==> src/rtl/rth_pkg.sv <==
`default_nettype none

package rth_pkg;

    // Channel and quotient widths
    localparam int CH_W      = 8;
    localparam int Q_W       = 8;
    localparam int DIV_STEPS = Q_W;

    // Saturation divider: 255*d over max
    localparam int SAT_DW = CH_W;
    localparam int SAT_NW = SAT_DW + Q_W;

    // Hue divider: 255*n over 6*d, with 6*255 needing 11 bits
    localparam int HUE_DW = CH_W + 3;
    localparam int HUE_NW = HUE_DW + Q_W;

    // Request handed from the front end to the divider pipe
    typedef struct packed {
        logic [CH_W-1:0]   val;
        logic [SAT_NW-1:0] sat_num;
        logic [SAT_DW-1:0] sat_den;
        logic [HUE_NW-1:0] hue_num;
        logic [HUE_DW-1:0] hue_den;
    } div_req_t;

    // Working state of one restoring-division step, both dividers side by side
    typedef struct packed {
        logic [CH_W-1:0]   val;
        logic [SAT_DW-1:0] sat_rem;
        logic [Q_W-1:0]    sat_low;
        logic [SAT_DW-1:0] sat_den;
        logic [Q_W-1:0]    sat_q;
        logic [HUE_DW-1:0] hue_rem;
        logic [Q_W-1:0]    hue_low;
        logic [HUE_DW-1:0] hue_den;
        logic [Q_W-1:0]    hue_q;
    } div_stage_t;

endpackage

`default_nettype wire

==> src/rtl/rgb_if.sv <==
`default_nettype none

interface rgb_if;
    import rth_pkg::*;

    logic            valid;
    logic            ready;
    logic [CH_W-1:0] red_in;
    logic [CH_W-1:0] green_in;
    logic [CH_W-1:0] blue_in;

    modport source (output valid, output red_in, output green_in, output blue_in,
                    input ready);
    modport sink   (input valid, input red_in, input green_in, input blue_in,
                    output ready);
endinterface

`default_nettype wire

==> src/rtl/hsv_if.sv <==
`default_nettype none

interface hsv_if;
    import rth_pkg::*;

    logic            valid;
    logic            ready;
    logic [CH_W-1:0] hue_out;
    logic [CH_W-1:0] sat_out;
    logic [CH_W-1:0] val_out;

    modport source (output valid, output hue_out, output sat_out, output val_out,
                    input ready);
    modport sink   (input valid, input hue_out, input sat_out, input val_out,
                    output ready);
endinterface

`default_nettype wire

==> src/rtl/rgb_to_hsv_8bit.sv <==
`default_nettype none

// RGB to HSV converter, 8 bits per channel.
// Pipeline: 2 front-end stages, then 8 restoring-division steps, one quotient
// bit per stage, both dividers in step.
// Throughput: one pixel per cycle; stalls hold each stage, bubbles collapse.
// Reset: rst_n asynchronous active low, clears all valid bits; data is not reset.
module rgb_to_hsv_8bit (
    input  logic clk,
    input  logic rst_n,
    rgb_if.sink   pixel,
    hsv_if.source hsv
);
    import rth_pkg::*;

    logic     req_valid;
    logic     req_ready;
    div_req_t req;

    // Max/min, numerator and scaling
    rth_front u_front (
        .clk       (clk),
        .rst_n     (rst_n),
        .pixel     (pixel),
        .req_valid (req_valid),
        .req_ready (req_ready),
        .req       (req)
    );

    // Pipelined dividers for saturation and hue
    rth_div_pipe u_div (
        .clk       (clk),
        .rst_n     (rst_n),
        .req_valid (req_valid),
        .req_ready (req_ready),
        .req       (req),
        .hsv       (hsv)
    );

endmodule

`default_nettype wire

==> src/rtl/rth_front.sv <==
`default_nettype none

module rth_front (
    input  logic              clk,
    input  logic              rst_n,
    rgb_if.sink               pixel,
    output logic              req_valid,
    input  logic              req_ready,
    output rth_pkg::div_req_t req
);
    import rth_pkg::*;

    localparam int NS_W = HUE_DW + 2;

    // Stage 1 registers: max, range, hue numerator
    logic              v1_reg;
    logic [CH_W-1:0]   mx1_reg, mx1_next;
    logic [CH_W-1:0]   d1_reg, d1_next;
    logic [HUE_DW-1:0] n1_reg, n1_next;

    // Stage 2 registers: scaled numerators and divisors
    logic              v2_reg;
    div_req_t          req_reg, req_next;

    logic              rdy1, rdy2;

    // Bubble-collapsing ready chain
    assign rdy2        = !v2_reg || req_ready;
    assign rdy1        = !v1_reg || rdy2;
    assign pixel.ready = rdy1;

    // Stage 1: max/min, range and the wrapped hue numerator
    always_comb
    begin : stage1
        logic [CH_W-1:0]        r, g, b, mn;
        logic signed [NS_W-1:0] r_s, g_s, b_s, d_s, n_s;
        r = pixel.red_in;
        g = pixel.green_in;
        b = pixel.blue_in;
        mx1_next = (r > g) ? r : g;
        if (b > mx1_next)
        begin
            mx1_next = b;
        end
        mn = (r < g) ? r : g;
        if (b < mn)
        begin
            mn = b;
        end
        d1_next = mx1_next - mn;
        r_s = signed'({{(NS_W-CH_W){1'b0}}, r});
        g_s = signed'({{(NS_W-CH_W){1'b0}}, g});
        b_s = signed'({{(NS_W-CH_W){1'b0}}, b});
        d_s = signed'({{(NS_W-CH_W){1'b0}}, d1_next});
        // priority red, green, blue on ties
        if (r == mx1_next)
        begin
            n_s = g_s - b_s;
        end
        else if (g == mx1_next)
        begin
            n_s = (d_s <<< 1) + b_s - r_s;
        end
        else
        begin
            n_s = (d_s <<< 2) + r_s - g_s;
        end
        // wrap into 0 .. 6d-1
        if (n_s < 0)
        begin
            n_s = n_s + (d_s <<< 2) + (d_s <<< 1);
        end
        n1_next = n_s[HUE_DW-1:0];
    end

    // Stage 2: times 255 by shift-subtract, 6d; gray gets divisor one
    always_comb
    begin : stage2
        logic [HUE_DW-1:0] d_w;
        logic              gray;
        d_w  = {{(HUE_DW-CH_W){1'b0}}, d1_reg};
        gray = (d1_reg == '0);
        req_next.val     = mx1_reg;
        req_next.sat_num = {d1_reg, {Q_W{1'b0}}} - {{Q_W{1'b0}}, d1_reg};
        req_next.hue_num = {n1_reg, {Q_W{1'b0}}} - {{Q_W{1'b0}}, n1_reg};
        req_next.sat_den = gray ? SAT_DW'(1) : mx1_reg;
        req_next.hue_den = gray ? HUE_DW'(1) : ((d_w << 2) + (d_w << 1));
    end

    // Valid bits
    always_ff @(posedge clk or negedge rst_n)
    begin
        if (!rst_n)
        begin
            v1_reg <= 1'b0;
            v2_reg <= 1'b0;
        end
        else
        begin
            if (rdy1)
            begin
                v1_reg <= pixel.valid;
            end
            if (rdy2)
            begin
                v2_reg <= v1_reg;
            end
        end
    end

    // Payload
    always_ff @(posedge clk)
    begin
        if (rdy1 && pixel.valid)
        begin
            mx1_reg <= mx1_next;
            d1_reg  <= d1_next;
            n1_reg  <= n1_next;
        end
        if (rdy2 && v1_reg)
        begin
            req_reg <= req_next;
        end
    end

    assign req_valid = v2_reg;
    assign req       = req_reg;

`ifndef ASSERT_OFF
    // an accepted pixel lands in stage 1
    a_accept_to_s1: assert property (@(posedge clk) disable iff (!rst_n)
        pixel.valid && pixel.ready |=> v1_reg)
        else $error("accepted pixel missing from stage 1");
`endif

endmodule

`default_nettype wire

==> src/rtl/rth_div_pipe.sv <==
`default_nettype none

module rth_div_pipe (
    input  logic              clk,
    input  logic              rst_n,
    input  logic              req_valid,
    output logic              req_ready,
    input  rth_pkg::div_req_t req,
    hsv_if.source             hsv
);
    import rth_pkg::*;

    localparam int LAST = DIV_STEPS - 1;

    logic             v_reg    [DIV_STEPS];
    logic             v_in     [DIV_STEPS];
    div_stage_t       stg_reg  [DIV_STEPS];
    div_stage_t       stg_in   [DIV_STEPS];
    div_stage_t       stg_next [DIV_STEPS];
    logic [DIV_STEPS:0] rdy;

    assign rdy[DIV_STEPS] = hsv.ready;
    assign req_ready      = rdy[0];

    // Load the first step: upper numerator bits are the starting remainder
    always_comb
    begin
        stg_in[0].val     = req.val;
        stg_in[0].sat_rem = req.sat_num[SAT_NW-1:Q_W];
        stg_in[0].sat_low = req.sat_num[Q_W-1:0];
        stg_in[0].sat_den = req.sat_den;
        stg_in[0].sat_q   = '0;
        stg_in[0].hue_rem = req.hue_num[HUE_NW-1:Q_W];
        stg_in[0].hue_low = req.hue_num[Q_W-1:0];
        stg_in[0].hue_den = req.hue_den;
        stg_in[0].hue_q   = '0;
    end
    assign v_in[0] = req_valid;

    for (genvar k = 0; k < DIV_STEPS; k++)
    begin : g_step
        if (k > 0)
        begin : g_link
            assign stg_in[k] = stg_reg[k-1];
            assign v_in[k]   = v_reg[k-1];
        end

        assign rdy[k] = !v_reg[k] || rdy[k+1];

        // One quotient bit for each divider
        always_comb
        begin : step
            logic [SAT_DW:0] st;
            logic [HUE_DW:0] ht;
            logic [SAT_DW:0] sd;
            logic [HUE_DW:0] hd;
            st = {stg_in[k].sat_rem, stg_in[k].sat_low[Q_W-1]};
            ht = {stg_in[k].hue_rem, stg_in[k].hue_low[Q_W-1]};
            sd = st - {1'b0, stg_in[k].sat_den};
            hd = ht - {1'b0, stg_in[k].hue_den};
            stg_next[k] = stg_in[k];
            stg_next[k].sat_low = {stg_in[k].sat_low[Q_W-2:0], 1'b0};
            stg_next[k].hue_low = {stg_in[k].hue_low[Q_W-2:0], 1'b0};
            if (st >= {1'b0, stg_in[k].sat_den})
            begin
                stg_next[k].sat_rem = sd[SAT_DW-1:0];
                stg_next[k].sat_q   = {stg_in[k].sat_q[Q_W-2:0], 1'b1};
            end
            else
            begin
                stg_next[k].sat_rem = st[SAT_DW-1:0];
                stg_next[k].sat_q   = {stg_in[k].sat_q[Q_W-2:0], 1'b0};
            end
            if (ht >= {1'b0, stg_in[k].hue_den})
            begin
                stg_next[k].hue_rem = hd[HUE_DW-1:0];
                stg_next[k].hue_q   = {stg_in[k].hue_q[Q_W-2:0], 1'b1};
            end
            else
            begin
                stg_next[k].hue_rem = ht[HUE_DW-1:0];
                stg_next[k].hue_q   = {stg_in[k].hue_q[Q_W-2:0], 1'b0};
            end
        end

        // Valid bit
        always_ff @(posedge clk or negedge rst_n)
        begin
            if (!rst_n)
            begin
                v_reg[k] <= 1'b0;
            end
            else if (rdy[k])
            begin
                v_reg[k] <= v_in[k];
            end
        end

        // Payload
        always_ff @(posedge clk)
        begin
            if (rdy[k] && v_in[k])
            begin
                stg_reg[k] <= stg_next[k];
            end
        end
    end

    // Last step doubles as the output register
    assign hsv.valid   = v_reg[LAST];
    assign hsv.hue_out = stg_reg[LAST].hue_q;
    assign hsv.sat_out = stg_reg[LAST].sat_q;
    assign hsv.val_out = stg_reg[LAST].val;

`ifndef ASSERT_OFF
    // a taken request enters step 0 with remainders below the divisors
    a_req_to_step0: assert property (@(posedge clk) disable iff (!rst_n)
        req_valid && req_ready |=> v_reg[0]
            && (stg_reg[0].sat_rem < stg_reg[0].sat_den)
            && (stg_reg[0].hue_rem < stg_reg[0].hue_den))
        else $error("divider step 0 loaded with bad remainder");

    // hue never reaches the top code
    a_hue_range: assert property (@(posedge clk) disable iff (!rst_n)
        hsv.valid |-> (hsv.hue_out != {Q_W{1'b1}}))
        else $error("hue out of range");

    // black gives zero hue and saturation
    a_black: assert property (@(posedge clk) disable iff (!rst_n)
        hsv.valid && (hsv.val_out == '0) |-> (hsv.hue_out == '0) && (hsv.sat_out == '0))
        else $error("black pixel with nonzero hue or saturation");
`endif

endmodule

`default_nettype wire

==> src/flat_wrapper.sv <==
// flat-port wrapper written by rule: the top's interface ports become plain ports
module rgb_to_hsv_8bit_flat import rth_pkg::*;
  (clk, rst_n, pixel_valid, pixel_red_in, pixel_green_in, pixel_blue_in, pixel_ready, hsv_valid, hsv_hue_out, hsv_sat_out, hsv_val_out, hsv_ready);
  rgb_if pixel_i ();
  hsv_if hsv_i ();
  input  logic clk;
  input  logic rst_n;
  input wire logic [$bits(pixel_i.valid)-1:0] pixel_valid;
  input wire logic [$bits(pixel_i.red_in)-1:0] pixel_red_in;
  input wire logic [$bits(pixel_i.green_in)-1:0] pixel_green_in;
  input wire logic [$bits(pixel_i.blue_in)-1:0] pixel_blue_in;
  output wire logic [$bits(pixel_i.ready)-1:0] pixel_ready;
  output wire logic [$bits(hsv_i.valid)-1:0] hsv_valid;
  output wire logic [$bits(hsv_i.hue_out)-1:0] hsv_hue_out;
  output wire logic [$bits(hsv_i.sat_out)-1:0] hsv_sat_out;
  output wire logic [$bits(hsv_i.val_out)-1:0] hsv_val_out;
  input wire logic [$bits(hsv_i.ready)-1:0] hsv_ready;
  assign pixel_i.valid = pixel_valid;
  assign pixel_i.red_in = pixel_red_in;
  assign pixel_i.green_in = pixel_green_in;
  assign pixel_i.blue_in = pixel_blue_in;
  assign pixel_ready = pixel_i.ready;
  assign hsv_valid = hsv_i.valid;
  assign hsv_hue_out = hsv_i.hue_out;
  assign hsv_sat_out = hsv_i.sat_out;
  assign hsv_val_out = hsv_i.val_out;
  assign hsv_i.ready = hsv_ready;
  rgb_to_hsv_8bit u_core (.clk(clk), .rst_n(rst_n), .pixel(pixel_i), .hsv(hsv_i));
endmodule
==> config.mk <==
export PLATFORM = sky130hd
export DESIGN_NAME = rgb_to_hsv_8bit_flat
export DESIGN_NICKNAME = d
export VERILOG_FILES = /design/src/rtl/rth_pkg.sv /design/src/rtl/rgb_if.sv /design/src/rtl/hsv_if.sv /design/src/rtl/rgb_to_hsv_8bit.sv /design/src/rtl/rth_front.sv /design/src/rtl/rth_div_pipe.sv /design/src/flat_wrapper.sv
export SDC_FILE = /design/constraint.sdc
export NUM_CORES = 1
export LEC_CHECK = 0
export BUFFER_PORTS_ARGS = -buffer_cell sky130_fd_sc_hd__clkbuf_2
export CAP_MARGIN = 20
export CORE_ASPECT_RATIO = 1.5
export CORE_MARGIN = 10
export CORE_UTILIZATION = 44
export DETAILED_ROUTE_END_ITERATION = 8
export HOLD_SLACK_MARGIN = 0.02
export PLACE_DENSITY_LB_ADDON = 0.12
export SYNTH_ARGS = -nofsm -noshare
export SYNTH_HDL_FRONTEND = slang
export SYNTH_SLANG_ARGS = --single-unit
==> constraint.sdc <==
create_clock -name clk -period 4.6 [get_ports clk]
set_clock_uncertainty 0.1 [all_clocks]
set_input_delay 0.23 -clock clk [delete_from_list [all_inputs] [get_ports clk]]
set_output_delay 0.23 -clock clk [all_outputs]
set_load 0.02 [all_outputs]
==> impl_metrics.yaml, run 1 <==
yosys:
  synth-edff-count: 547
  synth_nets: 2712
  synthMuxAreaShare_pct: 1.22
  netlist_area_um2: 29200
  yosysWarningCount: 0
  yosys.area_share.adder_pct: 13.0
  ys_seq_area_share_pct: 57.1
  synth_most_common_cell: "edfxtp_1"
  synth_area_leaders: "edfxtp_1, ha_1, inv_1, o21ai_0, fa_1"
  post_synth_and_or_nand_nor_area_fraction_pct: 10.4
  synth_top_cell_area_share_pct: 56.3
  avgSynthCellArea_um2: 12.1
  ys.flop_type: "edfxtp_1"
  synth_top_family_by_area: "adder cells"
  synthTopCellsByCount: "edfxtp_1, inv_1, ha_1"
  synth_cells: 2405
  synth_xor_area_share_pct: 3.45
  async_flop_share_pct: 1.80
  ys_ff_latch: 557
  synth_cell_types: 68
  synth-compound-area-share_pct: 10.3
  synth.largest_area_cell: "edfxtp_1"
outcome:
  status: "complete, but fails checks"
  violations: "negative setup slack"
floorplanning:
  io_pins: 54
  die_y_um: 336
  core_um2: 65800
  initial_core_util_pct: 44.4
  dieArea_um2: 77300
  rows: 115
  die_x_um: 230
global_routing:
  grt_pass1_wl_um: 96800
  grt_usage_pct: 15.6
  grt_pass1_vias: 19600
  antenna_found_initial: 0
  grt_remaining_overflow: 0
  grt_start_max_net_pins: 63
setup_path:
  cp.arrival_ps: 8210
  critPathSlowestCell: "fa_2"
  worst_setup_path_end_kind: "flop"
  cpLargestDelayFamily: "adder cells"
  required_ps: 4910
  r2r-end: "u_core.u_div.stg_reg[0][26]"
  critPathMaxStageDelay_ps: 650
  r2r-start: "u_core.u_front.req[2]"
  worstSetupPathType: "in2reg"
  r2r_cells: 15
  critPathLaunchType: "input port"
  rrSetupSlack_ps: 580
  crit_buf_inv: 6
  cp_max_fo: 6
min_path:
  hp-start: "pixel_blue_in[7]"
  min_path_type: "in2reg"
  hold_end: "u_core.u_front.mx1_reg[7]"
  whs_path_depth: 5
timing:
  setup_viol: 12
  rsz0062_at_grt: "true"
  slew_headroom_pct: 37.2
  min_period_ps: 7910
  hold_ws_ps: 251
  max_freq_mhz: 126
  period_share_pct: 172
  hold_viol: 0
  worst_slack_ps: -3310
  final_max_slew_viol_count: 0
  worstMarginPinSlew_ps: 940
clock_tree:
  cts_buffers: 49
  path_clk_slew_ps: 60
  htree_levels: 2
  cts.path.max_buffers: 3
  clk-insertion-delay-late_ps: 560
  root_buffer: "clkbuf_16"
  cts.sinks: 557
  cts_tree: "done"
place:
  pre_cts_ws_ps: -4460
  dp_hpwl_um: 48800
  portBuffers: 53
  gp_congestion: 0.922
flow_run:
  cap_viol_max_count: 0
detailed_routing:
  wl_um: 60000
  avgViaCountPerCell: 5.00
  drc: 0
  dr.pass1.iters: 5
  wl_per_cell_um: 16.4
  ant_nets: 0
  vias: 18300
  drt-initial-drc-count: 679
final_layout:
  antenna_cells: 0
  synthToLayoutAreaGrowth_pct: 19.6
  fin_nets: 3049
  final_core_util_pct: 53.1
  drive_gt1_share_pct: 19.5
  largest_reg_flops: 458
  num-fill-cells: 5721
how the worst max path moves through the flow:
stage / from / endpoint / depth (start not counted) / slack, ps
2_1_floorplan: pixel_red_in[0] / u_core.u_front.n1_reg[10] / 42 / -3660
3_3_place_gp: pixel_green_in[7] / u_core.u_front.n1_reg[10] / 42 / -4200
3_5_place_dp: pixel_green_in[5] / u_core.u_front.n1_reg[10] / 43 / -4460
4_1_cts: pixel_red_in[0] / u_core.u_front.n1_reg[10] / 44 / -3260
5_1_grt: pixel_red_in[0] / u_core.u_front.n1_reg[10] / 42 / -3720
6_report: pixel_red_in[0] / u_core.u_front.n1_reg[10] / 42 / -3310
timing repair:
| action | in CTS | in global routing |
|---|---|---|
| pin swaps | 32 | 20 |
| gates resized for setup | 58 | 30 |
| setup buffers | 18 | 8 |
| hold endpoints to repair | 13 | 0 |
| hold buffers | 4 | 0 |
| endpoints found under the setup margin | 15 | 13 |
cells in the final DEF, fill, tap and decap left out, types with 55 or more instances in the layout:
master / netlist / routed
edfxtp_1: 547 / 547
nand2b_1: 56 / 56
inv_1: 310 / 301
ha_1: 240 / 225
nor2_1: 130 / 123
nand2_1: 174 / 174
xnor2_1: 74 / 68
nor2b_1: 60 / 55
o31ai_1: 57 / 57
o21ai_0: 198 / 191
buf_4: 2 / 249
worst reg2reg max path, stage by stage (launching register included):
cell	delay [ps]
edfxtp_1	400
inv_1	80
ha_1	350
nor2b_1	150
o21ai_0	230
a21boi_0	160
o21ai_0	260
a21boi_0	170
o21ai_0	290
a21boi_0	170
o21ai_0	250
inv_1	60
o21ai_0	200
nor2b_1	510
buf_4	290
o21ai_0	100
cell type report:
| type | count | area (um2) | share of cell area [%] |
|---|---|---|---|
| clock buffer | 59 | 1330 | 3.80 |
| multi-input combinational | 1502 | 11900 | 34.1 |
| timing repair buffer | 322 | 2390 | 6.85 |
| clock inverter | 33 | 350 | 1.00 |
| inverter | 310 | 1180 | 3.37 |
| tap | 877 | 1100 | 3.14 |
| sequential | 557 | 16700 | 47.7 |
metal layers:
| layer | wire length, um | global-route usage (%) |
|---|---|---|
| met4 | 3010 | 7.78 |
| met3 | 1470 | 1.73 |
| met1 | 19400 | 13.1 |
| met2 | 36200 | 33.8 |
| met5 | 0 | 0 |
metrics by stage:
step                setup TNS [ps]  instance area, um2  std cells
finish                      -24720               34900       3660
global route                -28260               34900       3660
CTS                         -24030               34700       3652
detailed placement          -40780               32600       3540
global placement            -37970               32600       3540
floorplan                   -26900               29500       2405
cell families (layout without fill, tap and decap cells):
family | after synthesis | count (layout)
simple gates | 597 | 597
fa+ha+maj | 280 | 280
mux | 30 | 30
xor+xnor | 115 | 115
flops | 557 | 557
buf+inv | 346 | 724
compound gates | 480 | 480
Power of run 1 is not shown: default switching activity piles up to over one toggle a cycle in this logic, so the estimate is an artifact.
==> run 2, diff against run 1 <==
Settings changed: CORE_MARGIN 10 to not set.
==> run 2 against run 1 <==
  * The flow still finishes with violations (negative setup slack)
  * Final area up 1.3%
  * Sequential share of layout area shrank 0.62 points
  * First-iteration DRC count rose by 7.5%
  * Critical path depth grew 20
  * Register-to-register slack improved by 110 ps
  * Critical endpoint is now u_core.u_front.mx1_reg[0]
==> impl_metrics.yaml, run 2 (synthesis gave the netlist of run 1 again) <==
outcome:
  status: "complete, but fails checks"
  violations: "negative setup slack"
final_layout:
  fin_nets: 3112
  final_common_cell: "edfxtp_1"
  synthToLayoutAreaGrowth_pct: 21.2
  largest_reg_flops: 458
  regArea_um2: 16700
  multi_input_area_um2: 11900
  antenna_cells: 0
  drive_gt1_share_pct: 20.9
  layout_common_cells: "edfxtp_1, inv_1, buf_4, ha_1, o21ai_0"
  num-fill-cells: 5646
setup_path:
  critPathSlowestCell: "fa_2"
  path_common_cell: "buf_4"
  cp_max_fo: 6
  cpLargestDelayFamily: "buffers and inverters"
  crit_buf_inv: 48
  cp.arrival_ps: 8410
  critPathMaxStageDelay_ps: 310
  worstSetupPathType: "in2reg"
  required_ps: 4840
  critPathLaunchType: "input port"
  worst_setup_path_end_kind: "flop"
detailed_routing:
  wl_per_cell_um: 16.1
  top_layer_used: "met4"
  wl_met2_um: 34500
  dr.pass1.iters: 4
  drc: 0
  wl_met1_um: 19800
  wl_met3_um: 1240
  ant_nets: 0
  drt-initial-drc-count: 730
  avgViaCountPerCell: 5.02
  vias: 18700
  wl_um: 60000
floorplanning:
  rows: 115
  io_pins: 54
  core_um2: 65600
  die_x_um: 212
  dieArea_um2: 67400
  initial_core_util_pct: 44.5
  die_y_um: 318
timing:
  worst_slack_ps: -3580
  min_period_ps: 8180
  hold_ws_ps: 302
  worstMarginPinSlew_ps: 905
  setup_viol: 14
  rsz0062_at_grt: "true"
  hold_viol: 0
  slew_headroom_pct: 39.5
  setup_tns_ps: -28990
  final_max_slew_viol_count: 0
  period_share_pct: 178
  max_freq_mhz: 122
global_routing:
  grt_start_max_net_pins: 63
  grt_pass1_vias: 19600
  grt_usage_pct: 18.0
  grt_remaining_overflow: 0
  antenna_found_initial: 0
  grt_pass1_wl_um: 95300
clock_tree:
  path_clk_slew_ps: 60
  root_buffer: "clkbuf_16"
  clk-insertion-delay-late_ps: 570
  cts_buffers: 50
  cts_tree: "done"
  cts.sinks: 557
  cts.path.max_buffers: 3
  htree_levels: 2
place:
  dp_hpwl_um: 47500
  gp_congestion: 0.897
  portBuffers: 53
flow_run:
  cap_viol_max_count: 0
min_path:
  min_path_type: "reg2reg"
-- run 2: cell count changes in the layout (fill, tap and decap cells not counted), sizes merged --
cell	previous run	this run
buf	265	327
clkinv	16	21
clkinvlp	8	1
-- run 2: cell type report --
cell class | count | share of cell area (%)
clock buffers | 59 | 3.69
multi-input cells | 1502 | 33.6
inverters | 310 | 3.33
repair buffers | 384 | 8.24
clock inverters | 31 | 0.887
well taps | 877 | 3.10
flip-flops and latches | 557 | 47.1
-- run 2: timing repair --
action | CTS | global route
resized for setup | 63 | 41
hold buffers | 4 | 0
setup buffers | 75 | 13
pin swaps | 55 | 56
hold endpoints to repair | 13 | 0
setup endpoints to repair | 14 | 15
-- run 2: path summary, 6_finish.rpt --
kind | startpoint | slack, ps | end | cells after the start
worst max-delay path | pixel_red_in[0] | -3580 | u_core.u_front.mx1_reg[0] | 62
worst min-delay path | u_core.u_front.req[42] | 300 | u_core.u_div.stg_reg[0][57] | 0
worst max register to register | u_core.u_div.stg_reg[0][25] | 690 | u_core.u_div.stg_reg[0][105] | 16
worst min register to register | u_core.u_front.req[42] | 300 | u_core.u_div.stg_reg[0][57] | 0
max in group asynchronous | rst_n | 3440 | u_core.u_div.v_in[0] | 3
min in group asynchronous | rst_n | 600 | u_core.u_div.v_in[5] | 3
-- run 2: routing by layer --
metal	global-route usage, %	vias up
met2	37.4	303
met3	1.62	203
met4	12.1	0
li1	-	9361
met1	15.5	8803
met5	0	-
-- run 2: stage by stage --
step | std cells | cell area (um2) | worst slack [ps] | util (%)
CTS | 3708 | 35100 | -3200 | 53.5
floorplan | 2405 | 29500 | -3660 | -
global route | 3720 | 35400 | -3700 | 53.9
detailed placement | 3542 | 32600 | -4070 | 49.6
finish | 3720 | 35400 | -3580 | 53.9
global placement | 3542 | 32600 | -3940 | 49.6
-- run 2: worst reg2reg max path, stage by stage (launching register included) --
cell and delay (ps):
edfxtp_1 400, inv_1 70, ha_1 180, fa_1 230
nor2b_1 60, o21ai_0 220, a21boi_0 160, o21ai_0 250
a21boi_0 170, o21ai_0 270, a21boi_0 160, o21ai_0 250
inv_1 60, o21ai_0 240, nor2b_1 420, buf_4 280
o31ai_1 120
Power of run 2 is left out for the same reason.
